===== src/sv/positional_list_engine_macros.svh =====
// assertion macros for the positional list engine
// used by modules that carry clk_i and rst_ni
`ifndef POSITIONAL_LIST_ENGINE_MACROS_SVH
`define POSITIONAL_LIST_ENGINE_MACROS_SVH

// same-cycle implication
`define PLE_ASSERT_NOW(lbl, ante, cons, msg) \
  lbl: assert property (@(posedge clk_i) disable iff (!rst_ni) (ante) |-> (cons)) \
    else $error(msg);

// next-cycle implication
`define PLE_ASSERT_NEXT(lbl, ante, cons, msg) \
  lbl: assert property (@(posedge clk_i) disable iff (!rst_ni) (ante) |=> (cons)) \
    else $error(msg);

`endif


===== src/sv/ple_pkg.sv =====
// shared types, codes and constants of the positional list engine
// no dependencies
`default_nettype none

package ple_pkg;

  localparam int DEPTH_DEF      = 1024;
  localparam int DATA_WIDTH_DEF = 32;

  localparam int MODE_W     = 3;
  localparam int POS_W      = 11;
  localparam int VALUE_W    = 32;
  localparam int STATUS_W   = 2;
  localparam int DATA_OUT_W = 32;
  localparam int COUNT_W    = 11;

  typedef enum logic [MODE_W-1:0] {
    MODE_INSERT   = 3'd0,
    MODE_APPEND   = 3'd1,
    MODE_LOCATE   = 3'd2,
    MODE_RETRIEVE = 3'd3,
    MODE_REMOVE   = 3'd4,
    MODE_CLEAR    = 3'd5,
    MODE_PREV     = 3'd6,
    MODE_NEXT     = 3'd7
  } mode_e;

  typedef enum logic [STATUS_W-1:0] {
    ST_OK       = 2'd0,
    ST_BADPOS   = 2'd1,
    ST_NOTFOUND = 2'd2,
    ST_FULL     = 2'd3
  } status_e;

  typedef enum logic {
    RD_REQ = 1'b0,
    RD_IDX = 1'b1
  } rd_src_e;

  typedef enum logic [2:0] {
    IDX_HOLD     = 3'd0,
    IDX_LD_CNTM1 = 3'd1,
    IDX_LD_POS   = 3'd2,
    IDX_LD_ZERO  = 3'd3,
    IDX_INC      = 3'd4,
    IDX_DEC      = 3'd5
  } idx_op_e;

  typedef enum logic [1:0] {
    CNT_HOLD = 2'd0,
    CNT_INC  = 2'd1,
    CNT_DEC  = 2'd2,
    CNT_CLR  = 2'd3
  } cnt_op_e;

  typedef struct packed {
    logic    accept;
    logic    chk;
    logic    rd_en;
    rd_src_e rd_src;
    idx_op_e idx_op;
    logic    sh_rd;
    logic    sh_up;
    logic    wr_new;
    cnt_op_e cnt_op;
    logic    data_cap;
    logic    found_cap;
    logic    res_load;
  } cmd_t;

  typedef struct packed {
    mode_e mode;
    logic  err;
    logic  slot_lt_cnt;
    logic  idx_at_slot;
    logic  idx_at_last;
    logic  pos_is_last;
    logic  cnt_zero;
    logic  idx_nz;
    logic  match;
    logic  out_free;
  } sts_t;

endpackage

`default_nettype wire


===== src/sv/ple_ctrl.sv =====
// controller state machine of the positional list engine
// depends on ple_pkg; drives the datapath through cmd_t, reads sts_t
`default_nettype none

module ple_ctrl (
  input  wire logic          clk_i,
  input  wire logic          rst_ni,
  input  wire logic          in_valid_i,
  output logic               in_ready_o,
  input  wire ple_pkg::sts_t sts_i,
  output ple_pkg::cmd_t      cmd_o
);

  typedef enum logic [9:0] {
    S_IDLE     = 10'b00_0000_0001,
    S_CHECK    = 10'b00_0000_0010,
    S_RD_WAIT  = 10'b00_0000_0100,
    S_SHUP     = 10'b00_0000_1000,
    S_SHDN     = 10'b00_0001_0000,
    S_DRAIN    = 10'b00_0010_0000,
    S_WRNEW    = 10'b00_0100_0000,
    S_SCAN     = 10'b00_1000_0000,
    S_SCAN_END = 10'b01_0000_0000,
    S_RESP     = 10'b10_0000_0000
  } state_e;

  state_e state_q, state_d;

  always_ff @(posedge clk_i or negedge rst_ni) begin
    if (!rst_ni) begin
      state_q <= S_IDLE;
    end else begin
      state_q <= state_d;
    end
  end

  always_comb begin
    state_d    = state_q;
    cmd_o      = '0;
    in_ready_o = 1'b0;
    unique case (state_q)
      S_IDLE: begin
        in_ready_o = 1'b1;
        if (in_valid_i) begin
          cmd_o.accept = 1'b1;
          state_d      = S_CHECK;
        end
      end
      S_CHECK: begin
        cmd_o.chk = 1'b1;
        if (sts_i.err) begin
          state_d = S_RESP;
        end else begin
          unique case (sts_i.mode)
            ple_pkg::MODE_INSERT, ple_pkg::MODE_APPEND: begin
              if (sts_i.slot_lt_cnt) begin
                cmd_o.idx_op = ple_pkg::IDX_LD_CNTM1;
                state_d      = S_SHUP;
              end else begin
                state_d = S_WRNEW;
              end
            end
            ple_pkg::MODE_LOCATE: begin
              if (sts_i.cnt_zero) begin
                state_d = S_RESP;
              end else begin
                cmd_o.idx_op = ple_pkg::IDX_LD_ZERO;
                state_d      = S_SCAN;
              end
            end
            ple_pkg::MODE_CLEAR: begin
              cmd_o.cnt_op = ple_pkg::CNT_CLR;
              state_d      = S_RESP;
            end
            ple_pkg::MODE_REMOVE: begin
              cmd_o.rd_en  = 1'b1;
              cmd_o.rd_src = ple_pkg::RD_REQ;
              cmd_o.idx_op = ple_pkg::IDX_LD_POS;
              state_d      = S_RD_WAIT;
            end
            ple_pkg::MODE_RETRIEVE, ple_pkg::MODE_PREV, ple_pkg::MODE_NEXT: begin
              cmd_o.rd_en  = 1'b1;
              cmd_o.rd_src = ple_pkg::RD_REQ;
              state_d      = S_RD_WAIT;
            end
            default: state_d = S_RESP;
          endcase
        end
      end
      S_RD_WAIT: begin
        cmd_o.data_cap = 1'b1;
        if (sts_i.mode == ple_pkg::MODE_REMOVE) begin
          if (sts_i.pos_is_last) begin
            cmd_o.cnt_op = ple_pkg::CNT_DEC;
            state_d      = S_RESP;
          end else begin
            state_d = S_SHDN;
          end
        end else begin
          state_d = S_RESP;
        end
      end
      S_SHUP: begin
        cmd_o.rd_en  = 1'b1;
        cmd_o.rd_src = ple_pkg::RD_IDX;
        cmd_o.sh_rd  = 1'b1;
        cmd_o.sh_up  = 1'b1;
        if (sts_i.idx_at_slot) begin
          state_d = S_DRAIN;
        end else begin
          cmd_o.idx_op = ple_pkg::IDX_DEC;
        end
      end
      S_SHDN: begin
        cmd_o.rd_en  = 1'b1;
        cmd_o.rd_src = ple_pkg::RD_IDX;
        cmd_o.sh_rd  = 1'b1;
        if (sts_i.idx_at_last) begin
          state_d = S_DRAIN;
        end else begin
          cmd_o.idx_op = ple_pkg::IDX_INC;
        end
      end
      S_DRAIN: begin
        if (sts_i.mode == ple_pkg::MODE_REMOVE) begin
          cmd_o.cnt_op = ple_pkg::CNT_DEC;
          state_d      = S_RESP;
        end else begin
          state_d = S_WRNEW;
        end
      end
      S_WRNEW: begin
        cmd_o.wr_new = 1'b1;
        cmd_o.cnt_op = ple_pkg::CNT_INC;
        state_d      = S_RESP;
      end
      S_SCAN: begin
        cmd_o.rd_en  = 1'b1;
        cmd_o.rd_src = ple_pkg::RD_IDX;
        if (sts_i.idx_nz && sts_i.match) begin
          cmd_o.found_cap = 1'b1;
          state_d         = S_RESP;
        end else if (sts_i.idx_at_last) begin
          state_d = S_SCAN_END;
        end else begin
          cmd_o.idx_op = ple_pkg::IDX_INC;
        end
      end
      S_SCAN_END: begin
        cmd_o.found_cap = sts_i.match;
        state_d         = S_RESP;
      end
      S_RESP: begin
        if (sts_i.out_free) begin
          cmd_o.res_load = 1'b1;
          state_d        = S_IDLE;
        end
      end
      default: state_d = S_IDLE;
    endcase
  end

endmodule

`default_nettype wire


===== config.mk =====
export PLATFORM = sky130hd
export DESIGN_NAME = ple_ctrl
export DESIGN_NICKNAME = d
export VERILOG_FILES = /design/src/sv/positional_list_engine_macros.svh /design/src/sv/ple_pkg.sv /design/src/sv/ple_ctrl.sv
export SDC_FILE = /design/constraint.sdc
export NUM_CORES = 1
export LEC_CHECK = 0
export BUFFER_PORTS_ARGS = -buffer_cell sky130_fd_sc_hd__buf_4
export CORE_MARGIN = 3
export CORE_UTILIZATION = 35
export CTS_CLUSTER_DIAMETER = 40
export DETAILED_ROUTE_END_ITERATION = 8
export PLACE_DENSITY = 0.56
export SETUP_SLACK_MARGIN = 0.5
export SLEW_MARGIN = 20
export SYNTH_ARGS = -nofsm -noshare
export SYNTH_HDL_FRONTEND = slang
export SYNTH_SLANG_ARGS = --single-unit

===== constraint.sdc =====
create_clock -name clk_i -period 3.8 [get_ports clk_i]
set_input_delay 0.57 -clock clk_i [delete_from_list [all_inputs] [get_ports clk_i]]
set_output_delay 0.57 -clock clk_i [all_outputs]
set_load 0.01 [all_outputs]

==> Flow_metrics.wiki <==
{| class="wikitable"
! Metric !! Value
|-
| Result of the run || finished, final reports clean
|-
| Top-Level Pins || 31
|-
| Std-Cell Core Area || 2250 um^2
|-
| Slack of the critical path || roughly 0.63 ns
|-
| Clock Pin Slew Worst Setup and Hold Paths || 0.08 ns
|-
| Number of routed nets with antenna violations || 0
|-
| Pin count of the biggest net entering global routing || 11
|-
| Switching part of the total || 0.404
|-
| Internal Pwr Total || between 0.2 and 0.3 mW
|-
| DRC violation count after routing || 0
|-
| Vias in the first global route || approximately 850
|-
| Non-filler cells in the finished layout || approximately 170
|-
| Period utilisation layout || 0.835
|-
| Combinational Power Share || 0.476
|-
| Largest register FFs || 10
|-
| Number of detailed-routing iterations run before antenna repair || 4
|-
| Iter 0 DRT Violations || 36
|-
| TritonCTS Sinks || 10
|-
| CTS tree || yes
|-
| Critical R2R Launch || state_q[6]
|-
| Floorplan die width || 55.2 um
|-
| Vias per inst || ~5.8
|-
| Worst Setup Slack post-DPL || 0.773 ns
|-
| Worst hold path class || in2async
|-
| Placed Cells incl. Taps || roughly 160
|-
| Fin nets || 156
|-
| Aggregate routed wire length || 2700 um
|-
| Startpoint kind of the worst setup timing path || flop
|-
| Register bit total from synthesis || 10
|-
| Max Fclk || 315 MHz
|-
| Synthesized netlist cell count || 104
|-
| Synth warnings || 0
|-
| Hold-fix buffer count after cts || 0
|-
| Power density over the cells || between 400 and 500 nW/um^2
|-
| Unique cell type count in the Yosys netlist || 40
|-
| Total clock buffers created by CTS || 3
|-
| Antenna violations before repair || 0
|-
| Net count after synthesis || between 100 and 150
|-
| Clock Power Share || 0.206
|-
| Required time at the worst-slack endpoint || around 3.2 ns
|-
| Psw || approximately 0.20 mW
|-
| Number of H-tree levels || 1
|-
| Crit path DAT || roughly 2.6 ns
|-
| Global routing usage summed across all routing layers || 0.184
|-
| Final Max Slew Viols || 0
|-
| Synthesis-to-layout area growth || 38.3%
|-
| Clock latency on the worst-skew pair || 0.27 ns
|-
| Maximum fanout encountered on the critical timing path || 6
|-
| Post-route clock skew || roughly 0.0050 ns
|-
| Unrepaired setup endpoints after global routing || no
|-
| Starting Density || 0.376
|-
| Routability cong. || roughly 0.83
|-
| Diodes inserted || 0
|-
| Portion of total power attributed to sequential cells || 0.317
|-
| Number of failing hold endpoints at the final stage || 0
|-
| Transition time at the pin with the least slew margin || just over 0.6 ns
|-
| Final routed wire length divided by cell count || between 15 and 20 um
|-
| Launching instance or port of the critical path || state_q[6]
|-
| Maximum count of clock buffers along a single path || 2
|-
| Depth of the worst register-to-register path || 6
|-
| Leftover overflow at the end of global routing || 0
|-
| Max-cap violations || 0
|-
| Number of vias in the routed layout || just under 1,000
|-
| Static leakage || between 0.5 and 0.6 nW
|-
| Worst Setup End Kind || primary output
|-
| Registers with the most flip-flops || state_q x10
|-
| First-pass GRT wire length || 3950 um
|-
| Worst IR drop on VDD || ~0.00025 V
|-
| Standard-cell rows || 17
|-
| HPWL after DPL || around 2000 um
|-
| Clock period minus worst slack || between 3 and 4 ns
|-
| Worst setup path category || reg2out
|-
| Clock root buffer master || sky130_fd_sc_hd__clkbuf_4
|-
| Fin Setup TNS || 0 ns
|-
| Synthesized area divided by synthesized cell count || approximately 8.1 um^2
|-
| Floorplan die area || slightly above 3000 um^2
|-
| Combined area of all synthesized cells || about 850 um^2
|-
| Register with the most flip-flops || state_q
|-
| Setup slack, reg-to-reg || 1.27 ns
|-
| Die outline height || about 55 um
|-
| Share of post-route cells with drive strength above 1 || 0.386
|-
| Count of port buffers added during placement || 30
|-
| Worst slew margin || 0.583
|-
| Final setup fails || 0
|-
| Sequential element share of the synthesized area || 0.297
|}
==> layer usage <==
metal | track usage | routed length, um | vias to the layer above
li1 | - | - | 460
met5 | 0 | 0 | -
met4 | 0.0364 | 19 | 0
met3 | 0.0322 | 153 | 2
met1 | 0.230 | 1160 | 465
met2 | 0.329 | 1370 | 41
==> worst paths after layout <==
kind | end
max | cmd_o[12]
min | state_q[8]
max reg2reg | state_q[6]
min reg2reg | state_q[0]
max in group asynchronous | state_q[0]
min in group clk_i | state_q[0]
==> power by group through the flow <==
stage	clock [mW]	combinational (mW)	sequential [mW]
after floorplan	0	0.149	0.145
after global placement	0	0.227	0.154
after detailed placement	0	0.226	0.155
after CTS	0.104	0.230	0.153
after global routing	0.109	0.257	0.159
final	0.102	0.236	0.157
==> per-stage QoR <==
step	hold slack, ns	total power [mW]	utilization	instance area (um^2)
3_3_place_gp	0.412	0.381	0.478	1080
6_report	0.111	0.495	0.519	1170
2_1_floorplan	0.274	0.294	-	847
5_1_grt	0.111	0.525	0.519	1170
4_1_cts	0.114	0.487	0.503	1130
3_5_place_dp	0.411	0.380	0.478	1080
==> critical path, cell delays in order, from the launching register on <==
cell and delay [ns]:
sky130_fd_sc_hd__dfrtp_2 0.44, sky130_fd_sc_hd__or4_4 0.53, sky130_fd_sc_hd__or4_4 0.46, sky130_fd_sc_hd__or4b_4 0.54
sky130_fd_sc_hd__nor2_2 0.14, sky130_fd_sc_hd__or2_1 0.10, sky130_fd_sc_hd__buf_4 0.11
==> cells by family (layout without fill, tap and decap cells) <==
family / count (synthesis) / in the layout / synth area share
AND/OR/NAND/NOR: 59 / 59 / 0.433
AO/OA/AOI/OAI: 21 / 21 / 0.171
buffers and inverters: 11 / 47 / 0.0665
flip-flops: 10 / 10 / 0.297
XOR/XNOR: 2 / 2 / 0.0207
multiplexers: 1 / 1 / 0.0118
==> cells in the final DEF, fill, tap and decap left out, drive strengths merged, types with 4 or more instances in the layout <==
master | netlist | final
nor2 | 10 | 10
nor4 | 4 | 4
clkbuf | 2 | 4
nand3 | 4 | 4
o21ai | 8 | 8
nor3b | 5 | 5
and2 | 5 | 5
or4 | 5 | 5
inv | 7 | 7
buf | 2 | 36
dfrtp | 9 | 9
nand2 | 5 | 5
==> cell usage after synthesis, drive strengths merged <==
cell / number / area share
a211oi: 1 / 0.0089
a21oi: 2 / 0.012
a221o: 1 / 0.012
and2: 5 / 0.037
buf: 2 / 0.027
clkbuf: 2 / 0.0089
dfrtp: 9 / 0.27
dfstp: 1 / 0.031
inv: 7 / 0.031
mux2i: 1 / 0.012
nand2: 5 / 0.022
nand2b: 3 / 0.022
nand3: 4 / 0.024
nand3b: 1 / 0.0089
nand4: 3 / 0.022
nand4b: 1 / 0.010
nor2: 10 / 0.044
nor2b: 3 / 0.022
nor3: 2 / 0.012
nor3b: 5 / 0.044
nor4: 4 / 0.030
nor4b: 1 / 0.010
o21a: 1 / 0.0089
o21ai: 8 / 0.047
o22ai: 2 / 0.015
o2bb2ai: 1 / 0.010
o31ai: 2 / 0.018
o32ai: 1 / 0.010
o41ai: 2 / 0.030
or2: 2 / 0.015
or3: 2 / 0.015
or4: 5 / 0.055
or4b: 3 / 0.040
xnor2: 1 / 0.010
xor2: 1 / 0.010
==> what timing repair did <==
| action | CTS | global route |
|---|---|---|
| pin swaps | 1 | 2 |
| setup endpoints to repair | 1 | 4 |
| setup buffers | 2 | 4 |
| gates resized for setup | 4 | 1 |
==> area by class of cell <==
| cell class | instances | area (um^2) |
|---|---|---|
| fillers | 237 | 1080 |
| multi-input cells | 83 | 548 |
| repair buffers | 36 | 270 |
| flip-flops and latches | 10 | 255 |
| clock buffers | 4 | 36.3 |
| well taps | 28 | 35.0 |
| inverters | 7 | 26.3 |
(Power assumes the default switching activity.)
